[src/rtl/dnve_pkg.sv]
// dnve_pkg: shared types and constants for the DNS name validate/encode block.
// Status codes, character constants and the per-item decision struct.
// No dependencies.
package dnve_pkg;

  typedef enum logic [2:0] {
    ST_OK         = 3'd0,
    ST_BAD_CHAR   = 3'd1,
    ST_HYPHEN     = 3'd2,
    ST_LABEL_LONG = 3'd3,
    ST_NAME_LONG  = 3'd4,
    ST_EMPTY      = 3'd5
  } status_t;

  localparam logic [7:0] CH_DOT     = 8'h2E;
  localparam logic [7:0] CH_HYPHEN  = 8'h2D;
  localparam logic [7:0] CASE_DELTA = 8'd32;

  // results one item may carry before a terminator is deferred
  localparam int RESULTS_MAX = 64;
  localparam int RES_W       = 7;

  typedef struct packed {
    logic    fail;       // one error result
    status_t code;
    logic    store;      // write char into label, bump label length
    logic    send;       // emit length byte plus label bytes
    logic    term;       // zero terminator after the burst
    logic    clear;      // reset name state
    logic    drop;       // skip rest of name
    logic    count;      // bump name length
    logic    close;      // label closed by a dot
    logic    mark_sent;  // full label already sent
  } dec_t;

endpackage

[src/rtl/dnve_if.sv]
// dnve_if: valid/ready channel interfaces for name characters and wire bytes.
// Depends on nothing.
interface dnve_in_if;
  logic       valid;
  logic       ready;
  logic [7:0] character;
  logic       end_of_name;

  modport source (output valid, output character, output end_of_name, input ready);
  modport sink   (input valid, input character, input end_of_name, output ready);
endinterface

interface dnve_out_if;
  logic       valid;
  logic       ready;
  logic [7:0] wire_byte;
  logic       final_res;
  logic [2:0] status;

  modport source (output valid, output wire_byte, output final_res, output status, input ready);
  modport sink   (input valid, input wire_byte, input final_res, input status, output ready);
endinterface

[src/rtl/dnve_ram.sv]
// dnve_ram: generic single-write, single-read RAM with registered read data.
// No dependencies.
module dnve_ram #(
  parameter int WIDTH = 8,
  parameter int DEPTH = 63,
  localparam int AW = (DEPTH > 1) ? $clog2(DEPTH) : 1
) (
  input  logic             clk,
  input  logic             we,
  input  logic [AW-1:0]    waddr,
  input  logic [WIDTH-1:0] wdata,
  input  logic [AW-1:0]    raddr,
  output logic [WIDTH-1:0] rdata
);

  logic [WIDTH-1:0] mem [DEPTH];

  always_ff @(posedge clk) begin
    if (we) begin
      mem[waddr] <= wdata;
    end
    rdata <= mem[raddr];
  end

endmodule

[src/rtl/dnve_check.sv]
// dnve_check: folds case, classifies one character and decides its action.
// Depends on dnve_pkg.
module dnve_check #(
  parameter int LABEL_MAX = 63,
  parameter int NAME_MAX  = 255,
  localparam int LW = $clog2(LABEL_MAX + 1),
  localparam int NW = $clog2(NAME_MAX + 2)
) (
  input  logic [7:0]      character,
  input  logic            last,
  input  logic [LW-1:0]   len,
  input  logic [NW-1:0]   name_len,
  input  logic            sent,
  input  logic            dropping,
  input  logic            hyph,
  output logic [7:0]      fold,
  output dnve_pkg::dec_t  dec
);
  import dnve_pkg::*;

  logic letter, digit, is_dot, is_hy;

  always_comb begin
    fold = character;
    if (character inside {[8'h41:8'h5A]}) begin
      fold = character + CASE_DELTA;
    end
    letter = fold inside {[8'h61:8'h7A]};
    digit  = fold inside {[8'h30:8'h39]};
    is_dot = (fold == CH_DOT);
    is_hy  = (fold == CH_HYPHEN);
  end

  always_comb begin
    dec = '0;
    dec.code = ST_OK;
    if (dropping) begin
      dec.clear = last;
    end else begin
      dec.count = 1'b1;
      if (name_len >= NW'(NAME_MAX)) begin
        dec.fail = 1'b1;
        dec.code = ST_NAME_LONG;
      end else if (!(letter || digit || is_dot || is_hy)) begin
        dec.fail = 1'b1;
        dec.code = ST_BAD_CHAR;
      end else if (is_dot) begin
        if (len == '0) begin
          dec.fail = 1'b1;
          dec.code = ST_EMPTY;
        end else if (hyph) begin
          dec.fail = 1'b1;
          dec.code = ST_HYPHEN;
        end else begin
          dec.send  = !sent;
          dec.close = 1'b1;
          dec.term  = last;
          dec.clear = last;
        end
      end else if (len == '0 && is_hy) begin
        dec.fail = 1'b1;
        dec.code = ST_HYPHEN;
      end else if (sent || len >= LW'(LABEL_MAX)) begin
        dec.fail = 1'b1;
        dec.code = ST_LABEL_LONG;
      end else begin
        dec.store = 1'b1;
        if (last) begin
          if (is_hy) begin
            dec.fail = 1'b1;
            dec.code = ST_HYPHEN;
          end else begin
            dec.send  = 1'b1;
            dec.term  = 1'b1;
            dec.clear = 1'b1;
          end
        end else if (len == LW'(LABEL_MAX - 1)) begin
          dec.send      = 1'b1;
          dec.mark_sent = 1'b1;
        end
      end
      if (dec.fail) begin
        dec.clear = last;
        dec.drop  = !last;
      end
    end
  end

endmodule

[src/rtl/dns_name_validate_encode.sv]
// dns_name_validate_encode: top level, DNS name validation and label encoding.
// Depends on dnve_pkg, dnve_if, dnve_ram and dnve_check.
//
// name_ch takes one character of a dotted host name per item, end_of_name
// on the final one. wire_ch gives the encoded name: per label a length byte
// and the lowercase label bytes, then a zero byte with final_res set. An
// error gives a single item with final_res set and a nonzero status; the
// remaining characters of that name are consumed without output.
// A character that causes no output leaves the block ready for the next. Otherwise
// the block accepts it, then produces its output items: a label of L
// characters streams L+1 items from the label RAM at one byte per cycle when
// not stalled (registered read). name_ch.ready is low while they are produced.
// Results go through an output register, so a stalled receiver simply
// holds the block in its emit phase; nothing is lost or repeated. When a
// full 63-character label ends a name, the zero byte is given at the start
// of the next item. Reset (rst, synchronous) empties the output register
// and clears all name state; the label RAM needs no clearing pass.
module dns_name_validate_encode #(
  parameter int LABEL_MAX = 63,
  parameter int NAME_MAX  = 255
) (
  input logic         clk,
  input logic         rst,
  dnve_in_if.sink     name_ch,
  dnve_out_if.source  wire_ch
);
  import dnve_pkg::*;

  localparam int LW = $clog2(LABEL_MAX + 1);
  localparam int AW = (LABEL_MAX > 1) ? $clog2(LABEL_MAX) : 1;
  localparam int NW = $clog2(NAME_MAX + 2);

  typedef enum logic [2:0] {S_IDLE, S_OWED, S_FAIL, S_LEN, S_BYTES, S_TERM} state_t;

  state_t state;

  logic [LW-1:0]  len;
  logic [NW-1:0]  name_len;
  logic           sent;
  logic           dropping;
  logic           hyph;
  logic           owed;

  logic           p_fail;
  status_t        p_code;
  logic           p_send;
  logic           p_term;
  logic [LW-1:0]  p_cnt;
  logic [AW-1:0]  idx;

  logic           o_valid;
  logic [7:0]     o_byte;
  logic           o_final;
  status_t        o_status;

  logic [7:0]     fold;
  dec_t           dec;
  logic           acc;
  logic           load;
  logic           emit;
  logic [LW-1:0]  send_cnt;
  logic [RES_W-1:0] total;
  logic           term_now;
  logic           last_byte;
  logic [AW-1:0]  rd_addr;
  logic [7:0]     rd_data;

  dnve_check #(.LABEL_MAX(LABEL_MAX), .NAME_MAX(NAME_MAX)) u_check (
    .character (name_ch.character),
    .last      (name_ch.end_of_name),
    .len       (len),
    .name_len  (name_len),
    .sent      (sent),
    .dropping  (dropping),
    .hyph      (hyph),
    .fold      (fold),
    .dec       (dec)
  );

  dnve_ram #(.WIDTH(8), .DEPTH(LABEL_MAX)) u_label (
    .clk   (clk),
    .we    (acc && dec.store),
    .waddr (len[AW-1:0]),
    .wdata (fold),
    .raddr (rd_addr),
    .rdata (rd_data)
  );

  assign name_ch.ready     = (state == S_IDLE);
  assign acc               = name_ch.valid && (state == S_IDLE);
  assign load              = !o_valid || wire_ch.ready;
  assign emit              = load && (state inside {S_OWED, S_FAIL, S_LEN, S_BYTES, S_TERM});
  assign wire_ch.valid     = o_valid;
  assign wire_ch.wire_byte = o_byte;
  assign wire_ch.final_res = o_final;
  assign wire_ch.status    = o_status;

  assign send_cnt  = dec.store ? len + LW'(1) : len;
  assign total     = RES_W'(owed) + (dec.send ? RES_W'(send_cnt) + RES_W'(1) : RES_W'(0));
  assign term_now  = dec.term && (total < RES_W'(RESULTS_MAX));
  assign last_byte = (LW'(idx) == p_cnt - LW'(1));

  always_comb begin
    rd_addr = '0;
    if (state == S_BYTES) begin
      rd_addr = (load && !last_byte) ? idx + AW'(1) : idx;
    end
  end

  function automatic state_t after_owed(logic f, logic s, logic t);
    state_t n;
    n = S_IDLE;
    if (f) begin
      n = S_FAIL;
    end else if (s) begin
      n = S_LEN;
    end else if (t) begin
      n = S_TERM;
    end
    return n;
  endfunction

  always_ff @(posedge clk) begin
    if (rst) begin
      state    <= S_IDLE;
      o_valid  <= 1'b0;
      owed     <= 1'b0;
      len      <= '0;
      name_len <= '0;
      sent     <= 1'b0;
      dropping <= 1'b0;
      hyph     <= 1'b0;
    end else begin
      if (emit) begin
        o_valid <= 1'b1;
      end else if (wire_ch.ready) begin
        o_valid <= 1'b0;
      end
      case (state)
        S_IDLE: begin
          if (acc) begin
            p_fail <= dec.fail;
            p_code <= dec.code;
            p_send <= dec.send;
            p_term <= term_now;
            p_cnt  <= send_cnt;
            owed   <= dec.term && !term_now;
            state  <= owed ? S_OWED : after_owed(dec.fail, dec.send, term_now);
            if (dec.clear) begin
              len      <= '0;
              name_len <= '0;
              sent     <= 1'b0;
              dropping <= 1'b0;
            end else begin
              if (dec.count) begin
                name_len <= name_len + NW'(1);
              end
              if (dec.drop) begin
                dropping <= 1'b1;
              end
              if (dec.close) begin
                len  <= '0;
                sent <= 1'b0;
              end
              if (dec.store) begin
                len  <= len + LW'(1);
                hyph <= (fold == CH_HYPHEN);
              end
              if (dec.mark_sent) begin
                sent <= 1'b1;
              end
            end
          end
        end
        S_OWED: begin
          if (load) begin
            o_byte   <= 8'd0;
            o_final  <= 1'b1;
            o_status <= ST_OK;
            state    <= after_owed(p_fail, p_send, p_term);
          end
        end
        S_FAIL: begin
          if (load) begin
            o_byte   <= 8'd0;
            o_final  <= 1'b1;
            o_status <= p_code;
            state    <= S_IDLE;
          end
        end
        S_LEN: begin
          if (load) begin
            o_byte   <= 8'(p_cnt);
            o_final  <= 1'b0;
            o_status <= ST_OK;
            idx      <= '0;
            state    <= S_BYTES;
          end
        end
        S_BYTES: begin
          if (load) begin
            o_byte   <= rd_data;
            o_final  <= 1'b0;
            o_status <= ST_OK;
            if (last_byte) begin
              state <= p_term ? S_TERM : S_IDLE;
            end else begin
              idx <= idx + AW'(1);
            end
          end
        end
        S_TERM: begin
          if (load) begin
            o_byte   <= 8'd0;
            o_final  <= 1'b1;
            o_status <= ST_OK;
            state    <= S_IDLE;
          end
        end
        default: begin
          state <= S_IDLE;
        end
      endcase
    end
  end

`ifndef SYNTHESIS
  a_len_bound: assert property (@(posedge clk) disable iff (rst)
    len <= LW'(LABEL_MAX))
    else $error("label length past maximum");

  a_name_bound: assert property (@(posedge clk) disable iff (rst)
    !dropping |-> name_len <= NW'(NAME_MAX))
    else $error("name length past maximum while live");

  a_burst_len: assert property (@(posedge clk) disable iff (rst)
    (state == S_LEN || state == S_BYTES) |-> p_cnt != '0)
    else $error("label burst with zero length");

  a_owed_first: assert property (@(posedge clk) disable iff (rst)
    (acc && owed) |=> state == S_OWED)
    else $error("deferred terminator not sent first");

  a_drop_silent: assert property (@(posedge clk) disable iff (rst)
    (acc && dropping && !owed) |=> state == S_IDLE)
    else $error("output while dropping rest of name");
`endif

endmodule
[src/flat_wrapper.sv]
// flat-port wrapper written by rule: the top's interface ports become plain ports
module dns_name_validate_encode_flat import dnve_pkg::*;
#(
  parameter int LABEL_MAX = 63,
  parameter int NAME_MAX  = 255
)
  (clk, rst, name_ch_valid, name_ch_character, name_ch_end_of_name, name_ch_ready, wire_ch_valid, wire_ch_wire_byte, wire_ch_final_res, wire_ch_status, wire_ch_ready);
  dnve_in_if name_ch_i ();
  dnve_out_if wire_ch_i ();
  input logic clk;
  input logic rst;
  input wire logic [$bits(name_ch_i.valid)-1:0] name_ch_valid;
  input wire logic [$bits(name_ch_i.character)-1:0] name_ch_character;
  input wire logic [$bits(name_ch_i.end_of_name)-1:0] name_ch_end_of_name;
  output wire logic [$bits(name_ch_i.ready)-1:0] name_ch_ready;
  output wire logic [$bits(wire_ch_i.valid)-1:0] wire_ch_valid;
  output wire logic [$bits(wire_ch_i.wire_byte)-1:0] wire_ch_wire_byte;
  output wire logic [$bits(wire_ch_i.final_res)-1:0] wire_ch_final_res;
  output wire logic [$bits(wire_ch_i.status)-1:0] wire_ch_status;
  input wire logic [$bits(wire_ch_i.ready)-1:0] wire_ch_ready;
  assign name_ch_i.valid = name_ch_valid;
  assign name_ch_i.character = name_ch_character;
  assign name_ch_i.end_of_name = name_ch_end_of_name;
  assign name_ch_ready = name_ch_i.ready;
  assign wire_ch_valid = wire_ch_i.valid;
  assign wire_ch_wire_byte = wire_ch_i.wire_byte;
  assign wire_ch_final_res = wire_ch_i.final_res;
  assign wire_ch_status = wire_ch_i.status;
  assign wire_ch_i.ready = wire_ch_ready;
  dns_name_validate_encode #(.LABEL_MAX(LABEL_MAX), .NAME_MAX(NAME_MAX)) u_core (.clk(clk), .rst(rst), .name_ch(name_ch_i), .wire_ch(wire_ch_i));
endmodule
[config.mk]
export PLATFORM = sky130hd
export DESIGN_NAME = dns_name_validate_encode_flat
export DESIGN_NICKNAME = d
export VERILOG_FILES = /design/src/rtl/dnve_pkg.sv /design/src/rtl/dnve_if.sv /design/src/rtl/dnve_ram.sv /design/src/rtl/dnve_check.sv /design/src/rtl/dns_name_validate_encode.sv /design/src/flat_wrapper.sv
export SDC_FILE = /design/constraint.sdc
export NUM_CORES = 1
export LEC_CHECK = 0
export ABC_AREA = 1
export BUFFER_PORTS_ARGS = -buffer_cell sky130_fd_sc_hd__buf_2
export CAP_MARGIN = 30
export CORE_ASPECT_RATIO = 0.75
export CORE_MARGIN = 2
export CORE_UTILIZATION = 50
export CTS_BUF_LIST = sky130_fd_sc_hd__clkbuf_2 sky130_fd_sc_hd__clkbuf_4 sky130_fd_sc_hd__clkbuf_8
export CTS_CLUSTER_DIAMETER = 100
export DETAILED_ROUTE_END_ITERATION = 10
export PLACE_DENSITY = 0.65
export RECOVER_POWER = 100
export SLEW_MARGIN = 20
export SYNTH_ARGS = -nofsm -noshare
export SYNTH_HDL_FRONTEND = slang
export SYNTH_SLANG_ARGS = --single-unit
[constraint.sdc]
create_clock -name clk -period 3.8 [get_ports clk]
set_input_delay 0.19 -clock clk [delete_from_list [all_inputs] [get_ports clk]]
set_output_delay 0.19 -clock clk [all_outputs]
set_load 0.005 [all_outputs]
# Yosys cells after proc, flatten, opt, wreduce, memory -nomap -nowiden
# Memory sizes are Yosys's and may differ from the RTL's. A register that Yosys moved wholly into a read port is not among the register bits.
# Cells that the tools add are included.
# totals
regBits	53
latchBits	0
ramBits	504
romBits	0
inputBits	13
out_inout_bits	14
word_cells	192
memories	1
# memory_table
name	words	width	read_ports	rd_ports_with_merged_regs	wr	line_no	text
u_core.u_label.mem	63	8	1	1	1	dnve_ram.sv:16	logic [WIDTH-1:0] mem [DEPTH];
# classes
n_addsub	7
n_mul	0
div	0
order_cmp	9
n_eq_ne	20
shift	0
mux	88
n_bitwise	2
reduce_logical	48
# ops
operator	count
3-bit two-way mux	25
4-bit two-way mux	15
6-bit two-way mux	9
8-bit two-way mux	4
8-bit one-hot mux with 3 select lines	1
1-bit two-way mux	22
2-bit by 1-bit != test with 1-bit output (second input constant)	10
9-bit two-way mux	2
8-bit by 6-bit == test with 1-bit output (second input constant)	2
8-bit by 7-bit greater-or-equal comparator with 1-bit output (second input constant)	2
8-bit by 7-bit less-or-equal comparator with 1-bit output (second input constant)	2
3-bit one-hot mux with 5 select lines	1
3-bit AND reduction	5
7-bit two-way mux	2
6-bit by 1-bit adder with 6-bit output (second input constant)	2
6-bit one-hot mux with 2 select lines	1
4-bit AND reduction	3
2-bit nonzero test	6
1-bit logical AND	10
5-bit AND reduction	2
9-bit by 1-bit adder with 9-bit output (second input constant)	1
9-bit by 8-bit greater-or-equal comparator with 1-bit output (second input constant)	1
3-bit nonzero test	3
8-bit by 6-bit adder with 8-bit output (second input constant)	1
other kinds (27)	42

# Logic depth before layout (Yosys ltp)
# logic_depth
depth_word	31
depth_mapped	23

# Modules after synthesis
# A second synthesis with hierarchy kept.
# hier_totals
cells_unflattened	2252
hier_area_um2	24370.9
# modules_own_cells
module	n_inst	cells_each	area_per_inst_um2
dnve_ram	1	1785	20871.3
dns_name_validate_encode	1	359	2915.3
dnve_check	1	108	584.3

# Least setup slack after synthesis
# Ideal clock, no wire load.
# synth_path
path_kind	in2reg
from	in name_ch_character[1]
to	reg u_core.p_term, data pin
setup_time_ns	0.264
arrival_time_ns	3.215
setup_slack_ns	0.320
path_stages	19
n_path_buf	1
cell_sequence	nor2_1 nand3_1 nand4_1 nand2_1 nor2_2 nand3_2 nand3_1 nor2_4 buf_6 ha_1 inv_1 ha_1 nand3_1 nand2_1 inv_1 nor2_1 nand2_1 nor2_2 a31oi_1
# synth_via
elab_cells_between_ends	40
# synth_rtl
item	line_no	text
from (decl)	flat_wrapper.sv:13	input wire logic [$bits(name_ch_i.character)-1:0] name_ch_character;
8-bit by 7-bit greater-or-equal comparator with 1-bit output / 8-bit by 7-bit less-or-equal comparator with 1-bit output (equally long branches)	dnve_check.sv:25	if (character inside {[8'h41:8'h5A]}) begin
1-bit logical AND	dnve_check.sv:25	
8-bit two-way mux *	dnve_check.sv:25	
net u_core.fold[7]	dns_name_validate_encode.sv:56	logic [7:0] fold;
8-bit by 7-bit greater-or-equal comparator with 1-bit output (tied with other cells)	dnve_check.sv:28	letter = fold inside {[8'h61:8'h7A]};
1-bit logical AND (on tied branches)	dnve_check.sv:28, dnve_check.sv:29	
1-bit logical OR (3 in series)	dnve_check.sv:44	end else if (!(letter || digit || is_dot || is_hy)) begin
4-bit two-way mux *	dnve_check.sv:44	
(+2 left out)	n/a	
6-bit two-way mux *	dns_name_validate_encode.sv:98	assign send_cnt = dec.store ? len + LW'(1) : len;
net u_core.send_cnt[0]	dns_name_validate_encode.sv:61	logic [LW-1:0] send_cnt;
6-bit by 1-bit adder with 7-bit output *	dns_name_validate_encode.sv:99	assign total = RES_W'(owed) + (dec.send ? RES_W'(send_cnt) + RES_W'(1) : RES_W'(0));
7-bit two-way mux *	dns_name_validate_encode.sv:99	
1-bit by 7-bit adder with 7-bit output *	dns_name_validate_encode.sv:99	
7-bit less-than comparator *	dns_name_validate_encode.sv:100	assign term_now = dec.term && (total < RES_W'(RESULTS_MAX));
1-bit logical AND *	dns_name_validate_encode.sv:100	
net u_core.term_now	dns_name_validate_encode.sv:63	logic term_now;
to (signal assigned)	dns_name_validate_encode.sv:145	p_term <= term_now;
to (decl)	dns_name_validate_encode.sv:47	logic p_term;
# Mark *: on every way through the listed nets, which the timed path passes. The rest lies on a longest branch. The select of a mux whose other input is x is not followed.
# A chain may end at the register's enable or synchronous reset.

# Final worst setup path
# layout_path
from	in name_ch_character[4]
to	mem u_core.u_label.mem[52][0], enable pin
# layout_via
elab_chain_cells	14
elab_cells_between_ends	25
# layout_lines
item	line_no	text
8-bit by 7-bit greater-or-equal comparator with 1-bit output / 8-bit by 7-bit less-or-equal comparator with 1-bit output (equally long branches)	dnve_check.sv:25	
1-bit logical AND	dnve_check.sv:25	
8-bit two-way mux *	dnve_check.sv:25	
8-bit by 7-bit greater-or-equal comparator with 1-bit output (tied with other cells)	dnve_check.sv:28	
1-bit logical AND (on tied branches)	dnve_check.sv:28, dnve_check.sv:29	
1-bit logical OR (3 in series)	dnve_check.sv:44	
4-bit two-way mux *	dnve_check.sv:44	
4-bit two-way mux *	dnve_check.sv:41	if (name_len >= NW'(NAME_MAX)) begin
7-bit two-way mux *	dnve_check.sv:37	if (dropping) begin
1-bit logical AND *	dns_name_validate_encode.sv:82	.we (acc && dec.store),
1-bit two-way mux *	dnve_ram.sv:19	if (we) begin
1-bit two-way mux (not written as such) *	dnve_ram.sv:20	mem[waddr] <= wdata;
to (decl)	dnve_ram.sv:16	
# Mark *: on every way between the ends. The rest lies on a longest branch, timed or not.

==> metrics <==
share of flip-flops with an asynchronous set or reset 0%; Vias per Instance 5.62; register bit total from synthesis 565; number of synthesis warnings 0; HP Class input pin to flop; Row Count 72; CTS tree done; Worst Clk Skew 0.0307 ns; commonest non-fill, non-tap cell in the layout edfxtp_1; Setup crit start kind input pin; CORE AREA 0.0513 sq mm; layout cells sized above 1 10.7%; HPWL after DPL 39.2 mm; Synth Flop Type edfxtp_1; register area share after synthesis 64.6%; Layout Utilization 55.7%; synthesized area 0.0258 sq mm; Distinct cells, synth 42; iteration count of the initial detailed-routing pass 5; setup violators final 0; vias in the first global route 17900; RSZ-0062 raised after global routing yes; crit-path cells dlygate4sd3_1 -> buf_2 -> nand2_1 -> nor2_1 -> nand2_1 -> nand3_1 -> a21oi_2 -> dlygate4sd3_1 -> nand3_2 -> nand2_2 -> nand2_2 -> nor2_4 -> nand2_2 -> nor2_4 -> nand3_2 -> nor2_1; Layout Area Growth over Synthesis 10.6%; Critical Path RT 4.05 ns; P_leak 11.3 nW; GRT Total Usage 25.6%; largest net degree at the start of global routing 129; # port buffers 26; max-cap violations 3; period utilization 96.3%; failing checks max-capacitance violations, max-slew violations; Synth Instances 2478; max frequency 273 MHz; Setup Buffers After CTS 0; total die area 0.0535 sq mm; Syn Nets 2501; DR DRC count 0; final WL 67.8 mm; clock buffer depth 3; worst slack, placed 0.260 ns; kind of end point of the critical path flop; Worst Path Arrival 3.91 ns; clock-pin slew on the worst setup and hold paths 0.06 ns; Syn Area/Cell 10.4 sq um; initial antenna violation count 2; dpl cell area 0.0267 sq mm; most used cell, CP nand2_2; status finished with violations; initial core utilization 50.3%; final antenna-violating net count 0; GPL Wtd Cong 0.891; VDD IR max 402 uV; crit path kind input pin to flop; Die H 201 um; most frequent cells in the layout 534 x edfxtp_1, 523 x nand3_1, 463 x nand2_1; Final Slew Violations 182; Clk Latency, worst-skew pair 0.64 ns; minimum clock period 3.66 ns; H-tree levels 3; Worst Tran Pin Value 3.75 ns; Top-Level Pins 27; max incr delay on CP 0.70 ns; slowest CP cell nor2_1; clock sink total 565; worst setup margin 0.142 ns; slew margin rel. -150%; Root Buffer clkbuf_8; number of synthesized flops with an enable pin 534; grt ovf 0; Die W 266 um; fin area 0.0285 sq mm; vias 18300; DRT iter0 DRCs 2256; PwrDens 439 mW/mm^2; fillers 4475; final hold violation count 0; ant diodes 0; CTS Buf Count 86; nets@finish 2555; Routed WL per cell 20.8 um; crit path max fanout 8; wire length of the first global-routing pass 105 mm
==> worst max-delay path: cells and delay by family <==
kind | cells | cell delay, ns
buffers and inverters | 3 | 1.28
AOI/OAI and AO/OA | 1 | 0.23
and+or+nand+nor | 12 | 2.21
==> metrics by stage <==
| stage | TNS [ns] | hold WS (ns) | std cells | power [W] |
|---|---|---|---|---|
| finish | 0 | 0.0845 | 3265 | 0.0125 |
| floorplan | 0 | 0.275 | 2478 | 0.00739 |
| global route | -0.00551 | 0.0562 | 3265 | 0.0129 |
| global placement | 0 | 0.473 | 3100 | 0.00765 |
| detailed placement | 0 | 0.480 | 3100 | 0.00767 |
| CTS | 0 | 0.0546 | 3264 | 0.0126 |
==> repair_timing <==
item                                    4_1_cts  5_1_grt
endpoints found under the setup margin        0       34
gates resized for setup                       0        4
hold buffers                                  9        0
endpoints found under the hold margin        10        0
==> power by group <==
group / internal, W / switching (W) / total (W)
clock: 0.00263 / 0.00233 / 0.00496
combinational: 0.000147 / 0.000500 / 0.000647
sequential: 0.00688 / 0.0000345 / 0.00691
==> cell usage after synthesis (2+ instances only) <==
cell / n / area, sq um
edfxtp_1: 534 / 16000
nand3_1: 524 / 2620
nand2_1: 466 / 1750
inv_1: 325 / 1220
nand3b_1: 185 / 1390
nor2_1: 126 / 473
buf_2: 81 / 405
clkbuf_1: 38 / 143
o21ai_0: 34 / 170
dfxtp_1: 31 / 621
a21oi_1: 24 / 120
buf_4: 15 / 113
nand4_1: 11 / 68.8
ha_1: 10 / 125
nor3_1: 10 / 50.1
inv_2: 9 / 33.8
nand3_2: 9 / 90.1
xor2_1: 8 / 70.1
nand2_2: 5 / 31.3
nor2_2: 5 / 31.3
a31oi_1: 3 / 18.8
nor2_4: 3 / 33.8
a211oi_1: 2 / 15.0
nand2_4: 2 / 22.5
==> layer usage <==
| metal | wire length, um | GRT usage (%) | part of all wire [%] |
|---|---|---|---|
| met1 | 30800 | 38.1 | 45 |
| met3 | 6260 | 5.95 | 9.2 |
| met2 | 29500 | 37.8 | 43 |
| met4 | 1340 | 6.70 | 2.0 |
| met5 | 10 | 0 | 0.015 |
==> path summary, 6_finish.rpt <==
kind                                                       from                                  end  slack [ns]  depth (start not counted)
worst max register to register       u_core.len[1]$_SDFFE_PP0P_  u_core.u_label.mem[52][0]$_DFFE_PP_        0.26                         11
worst max-delay path                       name_ch_character[4]  u_core.u_label.mem[52][0]$_DFFE_PP_        0.14                         16
worst min register to register  u_core.name_len[1]$_SDFFE_PP0P_      u_core.name_len[1]$_SDFFE_PP0P_        0.49                          2
worst min-delay path                       name_ch_character[1]  u_core.u_label.mem[61][1]$_DFFE_PP_        0.08                          2
==> sequential cells by signal, summed over array words and instances (netlist names) <==
name	flops
u_core.hyph	1
u_core.wire_ch.status	3
u_core.len	6
u_core.name_len	9
u_core.p_term	1
u_core.sent	1
u_core.p_code	3
u_core.dropping	1
u_core.p_send	1
u_core.state	3
u_core.p_fail	1
u_core.idx	6
u_core.p_cnt	6
u_core.wire_ch.wire_byte	8
u_core.wire_ch.final_res	1
u_core.wire_ch.valid	1
u_core.u_label.mem	504
u_core.u_label.rdata	8
u_core.owed	1
==> area by class of cell <==
cell class              count  area (sq um)  area share (%)
clock buffers             124          1510            5.30
clock inverters            31           170           0.596
inverters                 334          1260            4.41
multi-input cells        1443          7270            25.5
flip-flops and latches    565         16700            58.4
well taps                 666           833            2.92
repair buffers            102           825            2.89
==> cell families after synthesis <==
family	count (synthesis)	synth area share (%)
AOI/OAI and AO/OA	72	1.59
xor gates and xnor gates	9	0.306
adders and majority gates	10	0.485
buffers and inverters	470	7.48
DFF	565	64.6
and+or+nand+nor	1352	25.6
Note: power is estimated with default switching activity, not from simulation.
